`src/sha_pkg.sv`:
```
// SHA-256 byte stream hasher: shared constants, types and round functions.
// Used by sha_round and the top level; no dependencies.
package sha_pkg;

  localparam int unsigned WordW     = 32;
  localparam int unsigned BlockWords = 16;
  localparam int unsigned ChainWords = 8;

  typedef enum logic [4:0] {
    ST_IDLE  = 5'b00001,
    ST_PAD   = 5'b00010,
    ST_COMP  = 5'b00100,
    ST_EMIT  = 5'b01000,
    ST_FEED  = 5'b10000
  } state_e;

  // Round constants.
  function automatic logic [31:0] round_k(input logic [5:0] i);
    logic [31:0] k;
    begin
      case (i)
        6'd0: k = 32'h428a2f98; 6'd1: k = 32'h71374491; 6'd2: k = 32'hb5c0fbcf;
        6'd3: k = 32'he9b5dba5; 6'd4: k = 32'h3956c25b; 6'd5: k = 32'h59f111f1;
        6'd6: k = 32'h923f82a4; 6'd7: k = 32'hab1c5ed5; 6'd8: k = 32'hd807aa98;
        6'd9: k = 32'h12835b01; 6'd10: k = 32'h243185be; 6'd11: k = 32'h550c7dc3;
        6'd12: k = 32'h72be5d74; 6'd13: k = 32'h80deb1fe; 6'd14: k = 32'h9bdc06a7;
        6'd15: k = 32'hc19bf174; 6'd16: k = 32'he49b69c1; 6'd17: k = 32'hefbe4786;
        6'd18: k = 32'h0fc19dc6; 6'd19: k = 32'h240ca1cc; 6'd20: k = 32'h2de92c6f;
        6'd21: k = 32'h4a7484aa; 6'd22: k = 32'h5cb0a9dc; 6'd23: k = 32'h76f988da;
        6'd24: k = 32'h983e5152; 6'd25: k = 32'ha831c66d; 6'd26: k = 32'hb00327c8;
        6'd27: k = 32'hbf597fc7; 6'd28: k = 32'hc6e00bf3; 6'd29: k = 32'hd5a79147;
        6'd30: k = 32'h06ca6351; 6'd31: k = 32'h14292967; 6'd32: k = 32'h27b70a85;
        6'd33: k = 32'h2e1b2138; 6'd34: k = 32'h4d2c6dfc; 6'd35: k = 32'h53380d13;
        6'd36: k = 32'h650a7354; 6'd37: k = 32'h766a0abb; 6'd38: k = 32'h81c2c92e;
        6'd39: k = 32'h92722c85; 6'd40: k = 32'ha2bfe8a1; 6'd41: k = 32'ha81a664b;
        6'd42: k = 32'hc24b8b70; 6'd43: k = 32'hc76c51a3; 6'd44: k = 32'hd192e819;
        6'd45: k = 32'hd6990624; 6'd46: k = 32'hf40e3585; 6'd47: k = 32'h106aa070;
        6'd48: k = 32'h19a4c116; 6'd49: k = 32'h1e376c08; 6'd50: k = 32'h2748774c;
        6'd51: k = 32'h34b0bcb5; 6'd52: k = 32'h391c0cb3; 6'd53: k = 32'h4ed8aa4a;
        6'd54: k = 32'h5b9cca4f; 6'd55: k = 32'h682e6ff3; 6'd56: k = 32'h748f82ee;
        6'd57: k = 32'h78a5636f; 6'd58: k = 32'h84c87814; 6'd59: k = 32'h8cc70208;
        6'd60: k = 32'h90befffa; 6'd61: k = 32'ha4506ceb; 6'd62: k = 32'hbef9a3f7;
        default: k = 32'hc67178f2;
      endcase
      return k;
    end
  endfunction

  // Initial hash values.
  function automatic logic [31:0] init_h(input logic [2:0] i);
    logic [31:0] h;
    begin
      case (i)
        3'd0: h = 32'h6a09e667; 3'd1: h = 32'hbb67ae85;
        3'd2: h = 32'h3c6ef372; 3'd3: h = 32'ha54ff53a;
        3'd4: h = 32'h510e527f; 3'd5: h = 32'h9b05688c;
        3'd6: h = 32'h1f83d9ab; default: h = 32'h5be0cd19;
      endcase
      return h;
    end
  endfunction

  function automatic logic [31:0] rotr(input logic [31:0] x, input int unsigned n);
    return (x >> n) | (x << (32 - n));
  endfunction

endpackage

```
`src/sha_ram.sv`:
```
// Generic single-port-write, single-port-read RAM with registered read.
// No dependencies.
module sha_ram #(
  parameter int unsigned Width = 32,
  parameter int unsigned Depth = 16
) (
  input  logic                     clk_i,
  input  logic                     we_i,
  input  logic [$clog2(Depth)-1:0] waddr_i,
  input  logic [Width-1:0]         wdata_i,
  input  logic [$clog2(Depth)-1:0] raddr_i,
  output logic [Width-1:0]         rdata_o
);
  logic [Width-1:0] mem_q [Depth];

  always_ff @(posedge clk_i) begin
    if (we_i) mem_q[waddr_i] <= wdata_i;
    rdata_o <= mem_q[raddr_i];
  end
endmodule

```
`src/sha_round.sv`:
```
// SHA-256 compression round datapath: one round per cycle while step_i is high, on eight registers.
// Depends on sha_pkg.
module sha_round
  import sha_pkg::*;
(
  input  logic        clk_i,
  input  logic        load_i,
  input  logic [255:0] init_i,
  input  logic        step_i,
  input  logic [31:0] w_i,
  input  logic [5:0]  rnd_i,
  output logic [255:0] v_o
);
  logic [31:0] v_q [8];
  logic [31:0] t1, t2, big0, big1, ch, maj;

  always_comb begin
    big1 = rotr(v_q[4], 6) ^ rotr(v_q[4], 11) ^ rotr(v_q[4], 25);
    ch   = (v_q[4] & v_q[5]) ^ (~v_q[4] & v_q[6]);
    t1   = v_q[7] + big1 + ch + round_k(rnd_i) + w_i;
    big0 = rotr(v_q[0], 2) ^ rotr(v_q[0], 13) ^ rotr(v_q[0], 22);
    maj  = (v_q[0] & v_q[1]) ^ (v_q[0] & v_q[2]) ^ (v_q[1] & v_q[2]);
    t2   = big0 + maj;
  end

  always_ff @(posedge clk_i) begin
    if (load_i) begin
      for (int i = 0; i < 8; i++) v_q[i] <= init_i[255-32*i -: 32];
    end else if (step_i) begin
      v_q[7] <= v_q[6]; v_q[6] <= v_q[5]; v_q[5] <= v_q[4];
      v_q[4] <= v_q[3] + t1;
      v_q[3] <= v_q[2]; v_q[2] <= v_q[1]; v_q[1] <= v_q[0];
      v_q[0] <= t1 + t2;
    end
  end

  always_comb begin
    for (int i = 0; i < 8; i++) v_o[255-32*i -: 32] = v_q[i];
  end
endmodule

```
`src/sha256_byte_stream_hasher.sv`:
```
// Intake: a byte is taken while the block is idle; every 64th byte
// stalls the input while the window loads from RAM, the 64 rounds run, a writeback
// step passes and the feed-forward completes, limited by the single round unit.
// Finish: padding one byte per cycle (up to 64 per block), one or two
// compressions, then 8 digest words, one per cycle as the output accepts them.
// Reset is asynchronous, active low; chain words return to the initial values,
// fill and length clear.
module sha256_byte_stream_hasher
  import sha_pkg::*;
(
  input  logic        clk_i,
  input  logic        rst_ni,
  input  logic        in_valid_i,
  output logic        in_stall_o,
  input  logic        op_i,
  input  logic [7:0]  data_byte_i,
  output logic        out_valid_o,
  input  logic        out_stall_i,
  output logic [31:0] digest_word_o,
  output logic [2:0]  word_index_o,
  output logic        last_word_o
);
  // Block buffer as 16 words in a RAM; byte writes merged in a word register.
  state_e      st_q, st_d;
  logic [5:0]  fill_q;
  logic [63:0] len_q;
  logic [31:0] h_q [8];
  logic [31:0] acc_q;          // word being assembled
  logic        fin_q;          // finishing message
  logic        last_blk_q;     // this compression is the final one
  logic [6:0]  rnd_q;          // round counter, 64 = writeback
  logic [31:0] w_q [16];       // message schedule window
  logic        wload_q;
  logic [4:0]  ld_q;           // words loaded from RAM
  logic [2:0]  oidx_q;

  logic        ram_we;
  logic [3:0]  ram_wa, ram_ra;
  logic [31:0] ram_wd, ram_rd;
  logic [255:0] v, hinit;
  logic [31:0] wnew, s0, s1, wcur, byte_word;
  logic        in_acc, out_acc;
  logic [7:0]  pad_byte;

  sha_ram #(.Width(WordW), .Depth(BlockWords)) u_buf (
    .clk_i, .we_i(ram_we), .waddr_i(ram_wa), .wdata_i(ram_wd),
    .raddr_i(ram_ra), .rdata_o(ram_rd));

  always_comb begin
    for (int i = 0; i < 8; i++) hinit[255-32*i -: 32] = h_q[i];
  end

  // schedule: first 16 rounds from the window, then expanded
  assign s0 = rotr(w_q[1], 7) ^ rotr(w_q[1], 18) ^ (w_q[1] >> 3);
  assign s1 = rotr(w_q[14], 17) ^ rotr(w_q[14], 19) ^ (w_q[14] >> 10);
  assign wnew = w_q[0] + s0 + w_q[9] + s1;
  assign wcur = w_q[0];

  sha_round u_round (
    .clk_i, .load_i(wload_q && ld_q == 5'd16), .init_i(hinit),
    .step_i(st_q == ST_COMP && !wload_q && rnd_q < 7'd64),
    .w_i(wcur), .rnd_i(rnd_q[5:0]), .v_o(v));

  assign in_acc  = in_valid_i && !in_stall_o;
  assign out_acc = out_valid_o && !out_stall_i;
  assign in_stall_o = (st_q != ST_IDLE);
  assign out_valid_o = (st_q == ST_EMIT);
  assign digest_word_o = h_q[oidx_q];
  assign word_index_o = oidx_q;
  assign last_word_o = (oidx_q == 3'd7);

  // padding byte at current fill position (the 0x80 is the finish byte): zero, length at 56..63 of the last block
  always_comb begin
    if (fill_q[5:3] == 3'd7 && last_blk_q)
      pad_byte = len_q[63 - 8*fill_q[2:0] -: 8];
    else
      pad_byte = 8'h00;
  end

  logic [7:0] wr_byte;
  logic       wr_en;
  always_comb begin
    wr_en = 1'b0;
    wr_byte = 8'h00;
    if (st_q == ST_IDLE && in_acc) begin
      wr_en = 1'b1;
      wr_byte = op_i ? 8'h80 : data_byte_i;
    end else if (st_q == ST_PAD) begin
      wr_en = 1'b1;
      wr_byte = pad_byte;
    end
    byte_word = acc_q;
    byte_word[31 - 8*fill_q[1:0] -: 8] = wr_byte;
    ram_we = wr_en && fill_q[1:0] == 2'd3;
    ram_wa = fill_q[5:2];
    ram_wd = byte_word;
    ram_ra = ld_q[3:0];
  end

  always_comb begin
    st_d = st_q;
    unique case (st_q)
      ST_IDLE: if (in_acc) begin
        if (fill_q == 6'd63 && !op_i) st_d = ST_COMP;
        else if (op_i) st_d = (fill_q == 6'd63) ? ST_COMP : ST_PAD;
      end
      ST_PAD:  if (fill_q == 6'd63) st_d = ST_COMP;
      ST_COMP: if (rnd_q == 7'd64) st_d = ST_FEED;
      ST_FEED: st_d = !fin_q ? ST_IDLE : (last_blk_q ? ST_EMIT : ST_PAD);
      ST_EMIT: if (out_acc && oidx_q == 3'd7) st_d = ST_IDLE;
      default: st_d = ST_IDLE;
    endcase
  end

  always_ff @(posedge clk_i or negedge rst_ni) begin
    if (!rst_ni) begin
      st_q <= ST_IDLE;
      fill_q <= '0;
      len_q <= '0;
      fin_q <= 1'b0;
      last_blk_q <= 1'b0;
      rnd_q <= '0;
      wload_q <= 1'b0;
      ld_q <= '0;
      oidx_q <= '0;
      for (int i = 0; i < 8; i++) h_q[i] <= init_h(3'(i));
    end else begin
      st_q <= st_d;
      if (wr_en) begin
        acc_q <= byte_word;
        fill_q <= fill_q + 6'd1;
      end
      if (st_q == ST_IDLE && in_acc) begin
        if (!op_i) len_q <= len_q + 64'd1;
        else begin
          fin_q <= 1'b1;
          len_q <= {len_q[60:0], 3'b000};
          last_blk_q <= (fill_q < 6'd56);
        end
      end
      if (st_q == ST_PAD && fill_q == 6'd63) last_blk_q <= last_blk_q;
      // entering compression: load window from RAM
      if (st_d == ST_COMP && st_q != ST_COMP) begin
        wload_q <= 1'b1;
        ld_q <= '0;
        rnd_q <= '0;
      end else if (wload_q) begin
        if (ld_q != 5'd0) w_q[ld_q[3:0] - 4'd1] <= ram_rd;
        if (ld_q == 5'd16) wload_q <= 1'b0;
        ld_q <= ld_q + 5'd1;
      end else if (st_q == ST_COMP && rnd_q < 7'd64) begin
        for (int i = 0; i < 15; i++) w_q[i] <= w_q[i+1];
        w_q[15] <= wnew;
        rnd_q <= rnd_q + 7'd1;
      end
      if (st_q == ST_FEED) begin
        for (int i = 0; i < 8; i++) h_q[i] <= h_q[i] + v[255-32*i -: 32];
        if (fin_q && !last_blk_q) last_blk_q <= 1'b1;
        oidx_q <= '0;
      end
      if (st_q == ST_EMIT && out_acc) begin
        oidx_q <= oidx_q + 3'd1;
        if (oidx_q == 3'd7) begin
          for (int i = 0; i < 8; i++) h_q[i] <= init_h(3'(i));
          len_q <= '0;
          fill_q <= '0;
          fin_q <= 1'b0;
          last_blk_q <= 1'b0;
        end
      end
    end
  end
endmodule

```
`config.mk`:
```
export PLATFORM = sky130hd
export DESIGN_NAME = sha256_byte_stream_hasher
export DESIGN_NICKNAME = d
export VERILOG_FILES = /design/src/sha_pkg.sv /design/src/sha_ram.sv /design/src/sha_round.sv /design/src/sha256_byte_stream_hasher.sv
export SDC_FILE = /design/constraint.sdc
export NUM_CORES = 2
export LEC_CHECK = 0
export BUFFER_PORTS_ARGS = -buffer_cell sky130_fd_sc_hd__buf_2
export CAP_MARGIN = 10
export CORE_UTILIZATION = 43
export CTS_BUF_LIST = sky130_fd_sc_hd__clkbuf_8
export DETAILED_ROUTE_END_ITERATION = 6
export HOLD_SLACK_MARGIN = 0.12
export PLACE_DENSITY_LB_ADDON = 0.08
export RECOVER_POWER = 100
export SYNTH_ARGS = -nofsm -noshare
export SYNTH_HDL_FRONTEND = slang
export SYNTH_HIERARCHICAL = 1
export SYNTH_SLANG_ARGS = --single-unit
export TNS_END_PERCENT = 1
```
`constraint.sdc`:
```
create_clock -name clk_i -period 11.8 [get_ports clk_i]
set_input_delay 1.18 -clock clk_i [delete_from_list [all_inputs] [get_ports clk_i]]
set_output_delay 1.18 -clock clk_i [all_outputs]
set_load 0.02 [all_outputs]
```
==> flow_metrics.env <==
export IMPL_cpLargestDelayFamily="simple AND/OR/NAND/NOR gates"
export IMPL_nets=9570
export IMPL_path_depth=5
export IMPL_portBuffers=50
export IMPL_htreeDepth=5
export IMPL_clk_pin_slew_ns=0.06
export IMPL_design_core_area_mm2=0.230
export IMPL_die_height_um=483
export IMPL_post_cts_buffers=0
export IMPL_r2r_slack_ns=1.19
export IMPL_netlist_area_mm2=0.0994
export IMPL_overflow=0
export IMPL_cts_tree="built"
export IMPL_firstDrtPassIters=6
export IMPL_hold_viol=0
export IMPL_final_cell_mix="edfxtp_1, nand2_1, a21o_1, inv_1, a21oi_1"
export IMPL_synth_simple_gate_area_share_pct=10.5
export IMPL_powerDensity_mw_per_mm2=162
export IMPL_root_buffer="clkbuf_8"
export IMPL_cp_required_ns=12.17
export IMPL_place_area_mm2=0.103
export IMPL_startpoint_type="register"
export IMPL_synthXorXnorAreaFrac_pct=4.91
export IMPL_fillers=21300
export IMPL_ios=51
export IMPL_fin_setup_tns_ns=0
export IMPL_synth_edff_count=1312
export IMPL_hpwl_mm=232
export IMPL_end_kind="register"
export IMPL_cts_buffer_depth=4
export IMPL_drtIter0Drc=6190
export IMPL_async_flop_share_pct=20.6
export IMPL_fin_util_pct=47.1
export IMPL_ir_drop_v=0.000128
export IMPL_seqCellArea_mm2=0.0490
export IMPL_synthMuxAreaShare_pct=6.03
export IMPL_violations="capacitance limit, slew limit"
export IMPL_ys_ff_latch=1693
export IMPL_syn_area_per_cell_um2=11.1
export IMPL_synth_distinct_cells=112
export IMPL_vias=72300
export IMPL_min_to="w_q[6][31]"
export IMPL_die_area_mm2=0.233
export IMPL_wirelength_mm=338
export IMPL_crit_slowest_cell="clkbuf_1"
export IMPL_worstPathMaxFanout=94
export IMPL_grt_start_max_net_pins=161
export IMPL_hp_start="w_q[7][31]"
export IMPL_synth_top_family_by_area="compound AO/OA/AOI/OAI gates"
export IMPL_r2r_end="u_round/v_q[1][74]"
export IMPL_rsz0062_at_grt="no"
export IMPL_cp_num_buf_inv=1
export IMPL_worst_path_most_repeated_cell="nor3_1"
export IMPL_netlist_instances=8983
export IMPL_hold_class="register to register"
export IMPL_status="complete, but fails checks"
export IMPL_yosys_warnings=6
export IMPL_slew_headroom_pct=-421
export IMPL_min_period_ns=10.61
export IMPL_final_antenna_net_count=0
export IMPL_clock_latency_ns=1.04
export IMPL_wl_per_cell_um=27.6
export IMPL_tightest_slew_ns=7.81
export IMPL_setup_viol=0
export IMPL_grt_pass1_vias=70900
export IMPL_period_share_pct=90.0
export IMPL_gp_congestion=0.980
export IMPL_power_w=0.0176
export IMPL_grt_use_total_pct=28.8
export IMPL_crit_chain="nor3_1 -> nand3b_1 -> nor3_1 -> or2_0 -> clkbuf_1"
export IMPL_grt_pass1_wl_mm=493
export IMPL_criticalPathCategory="register to register"
export IMPL_leakage_nw=46.2
export IMPL_area_delta_synth_final_pct=8.86
export IMPL_worstRegToRegCells=5
export IMPL_antenna_found_initial=10
export IMPL_via_per_inst=5.91
export IMPL_rows=176
export IMPL_skew_ns=0.115
export IMPL_yosys_area_share_adder_pct=9.00
export IMPL_min_path_cells=1
export IMPL_syn_num_nets=9592
export IMPL_crit_arrival_ns=10.98
export IMPL_final_common_cell="edfxtp_1"
export IMPL_maxCapViolations=75
export IMPL_max_freq_mhz=94.2
export IMPL_fin_area_mm2=0.108
export IMPL_clock_sinks=1693
export IMPL_post_route_cells_drive_above_1_share_pct=10.8
export IMPL_start_util_pct=43.2
export IMPL_multi_input_area_mm2=0.0467
export IMPL_synth_seq_area_share_pct=49.2
export IMPL_ys_flop_type="edfxtp_1"
export IMPL_die_w_um=483
export IMPL_hold_ws_ns=0.460
export IMPL_synth_compound_area_share_pct=16.3
export IMPL_slowest_delay_ns=4.48
export IMPL_drv_slew=3078
export IMPL_drc=0
export IMPL_cts_made_buffers=323
export IMPL_r2r_start="st_q[1]"
## final cells by class
type,count,share of cell area (%)
antenna,12,0.0278
clock inverter,215,0.974
inverter,503,1.74
timing repair buffer,199,0.971
tap,3026,3.50
multi-input combinational,6241,43.1
sequential,1693,45.2
clock buffer,347,4.41
## routing by layer
metal  up-vias  routed length, um  track usage [%]
met5         -                 13                0
met4         2              14100             11.3
met3       550              17000             3.76
met2      2220             162000             47.5
met1     36800             144000             38.3
li1      32700                  -                -
## cell usage after synthesis (51+ instances only)
master,count,area share (%)
nand2b_1,65,0.41
dfrtp_1,212,5.3
dfstp_2,137,3.6
nand3_1,123,0.62
clkbuf_1,442,1.7
mux2_2,66,0.75
nand2_1,1252,4.7
xnor2_1,380,3.3
o21a_1,57,0.43
o21ai_0,422,2.1
a22oi_1,88,0.66
a211oi_1,75,0.57
xor2_1,172,1.5
nor3_1,132,0.66
mux4_2,213,4.8
edfxtp_1,1312,40
ha_1,401,5.0
a31oi_1,58,0.37
buf_1,51,0.19
nor2_1,402,1.5
o21bai_1,55,0.42
a21o_1,654,4.9
o211ai_1,122,0.92
a21oi_1,509,2.6
fa_1,195,3.9
inv_1,501,1.9
## kinds of logic after synthesis
logic type | count (synthesis)
and+or+nand+nor | 2342
buffers and inverters | 1049
muxes | 324
DFF | 1693
adders and majority gates | 599
AOI/OAI and AO/OA | 2422
xor gates and xnor gates | 554
## report_power, final
part           internal [W]  switching (W)
clock               0.00284        0.00256
combinational       0.00186        0.00268
sequential          0.00720       0.000418
total                0.0119        0.00566
## registers in the layout (all words and copies together) (netlist names)
signal / count
st_q: 5
fill_q: 6
wload_q: 1
last_blk_q: 1
word_index_o: 3
u_buf/mem_q: 512
acc_q: 32
rnd_q: 7
u_round/v_q: 256
h_q: 256
len_q: 64
fin_q: 1
ld_q: 5
w_q: 512
u_buf/rdata_o: 32
## worst max path at each step
stage	from	end	slack, ns
floorplan	rnd_q[0]	u_round/v_q[0][31]	4.13
global placement	rnd_q[0]	u_round/v_q[0][31]	2.03
detailed placement	rnd_q[0]	u_round/v_q[0][31]	2.07
CTS	rnd_q[0]	u_round/v_q[0][31]	1.94
global route	st_q[1]	u_round/v_q[1][42]	0.74
finish	st_q[1]	u_round/v_q[1][74]	1.19
## metrics by stage
stage | setup slack, ns | std cells
2_1_floorplan | 4.13 | 8983
3_3_place_gp | 2.03 | 11700
3_5_place_dp | 2.07 | 11700
4_1_cts | 1.94 | 12200
5_1_grt | 0.740 | 12200
6_report | 1.19 | 12200
## repair_timing
item | in CTS | in global routing
hold buffers | 1 | 0
endpoints found under the hold margin | 10 | 0
endpoints found under the setup margin | 0 | 0
gates resized for setup | 0 | 0
Note: power is estimated with default switching activity, not from simulation.
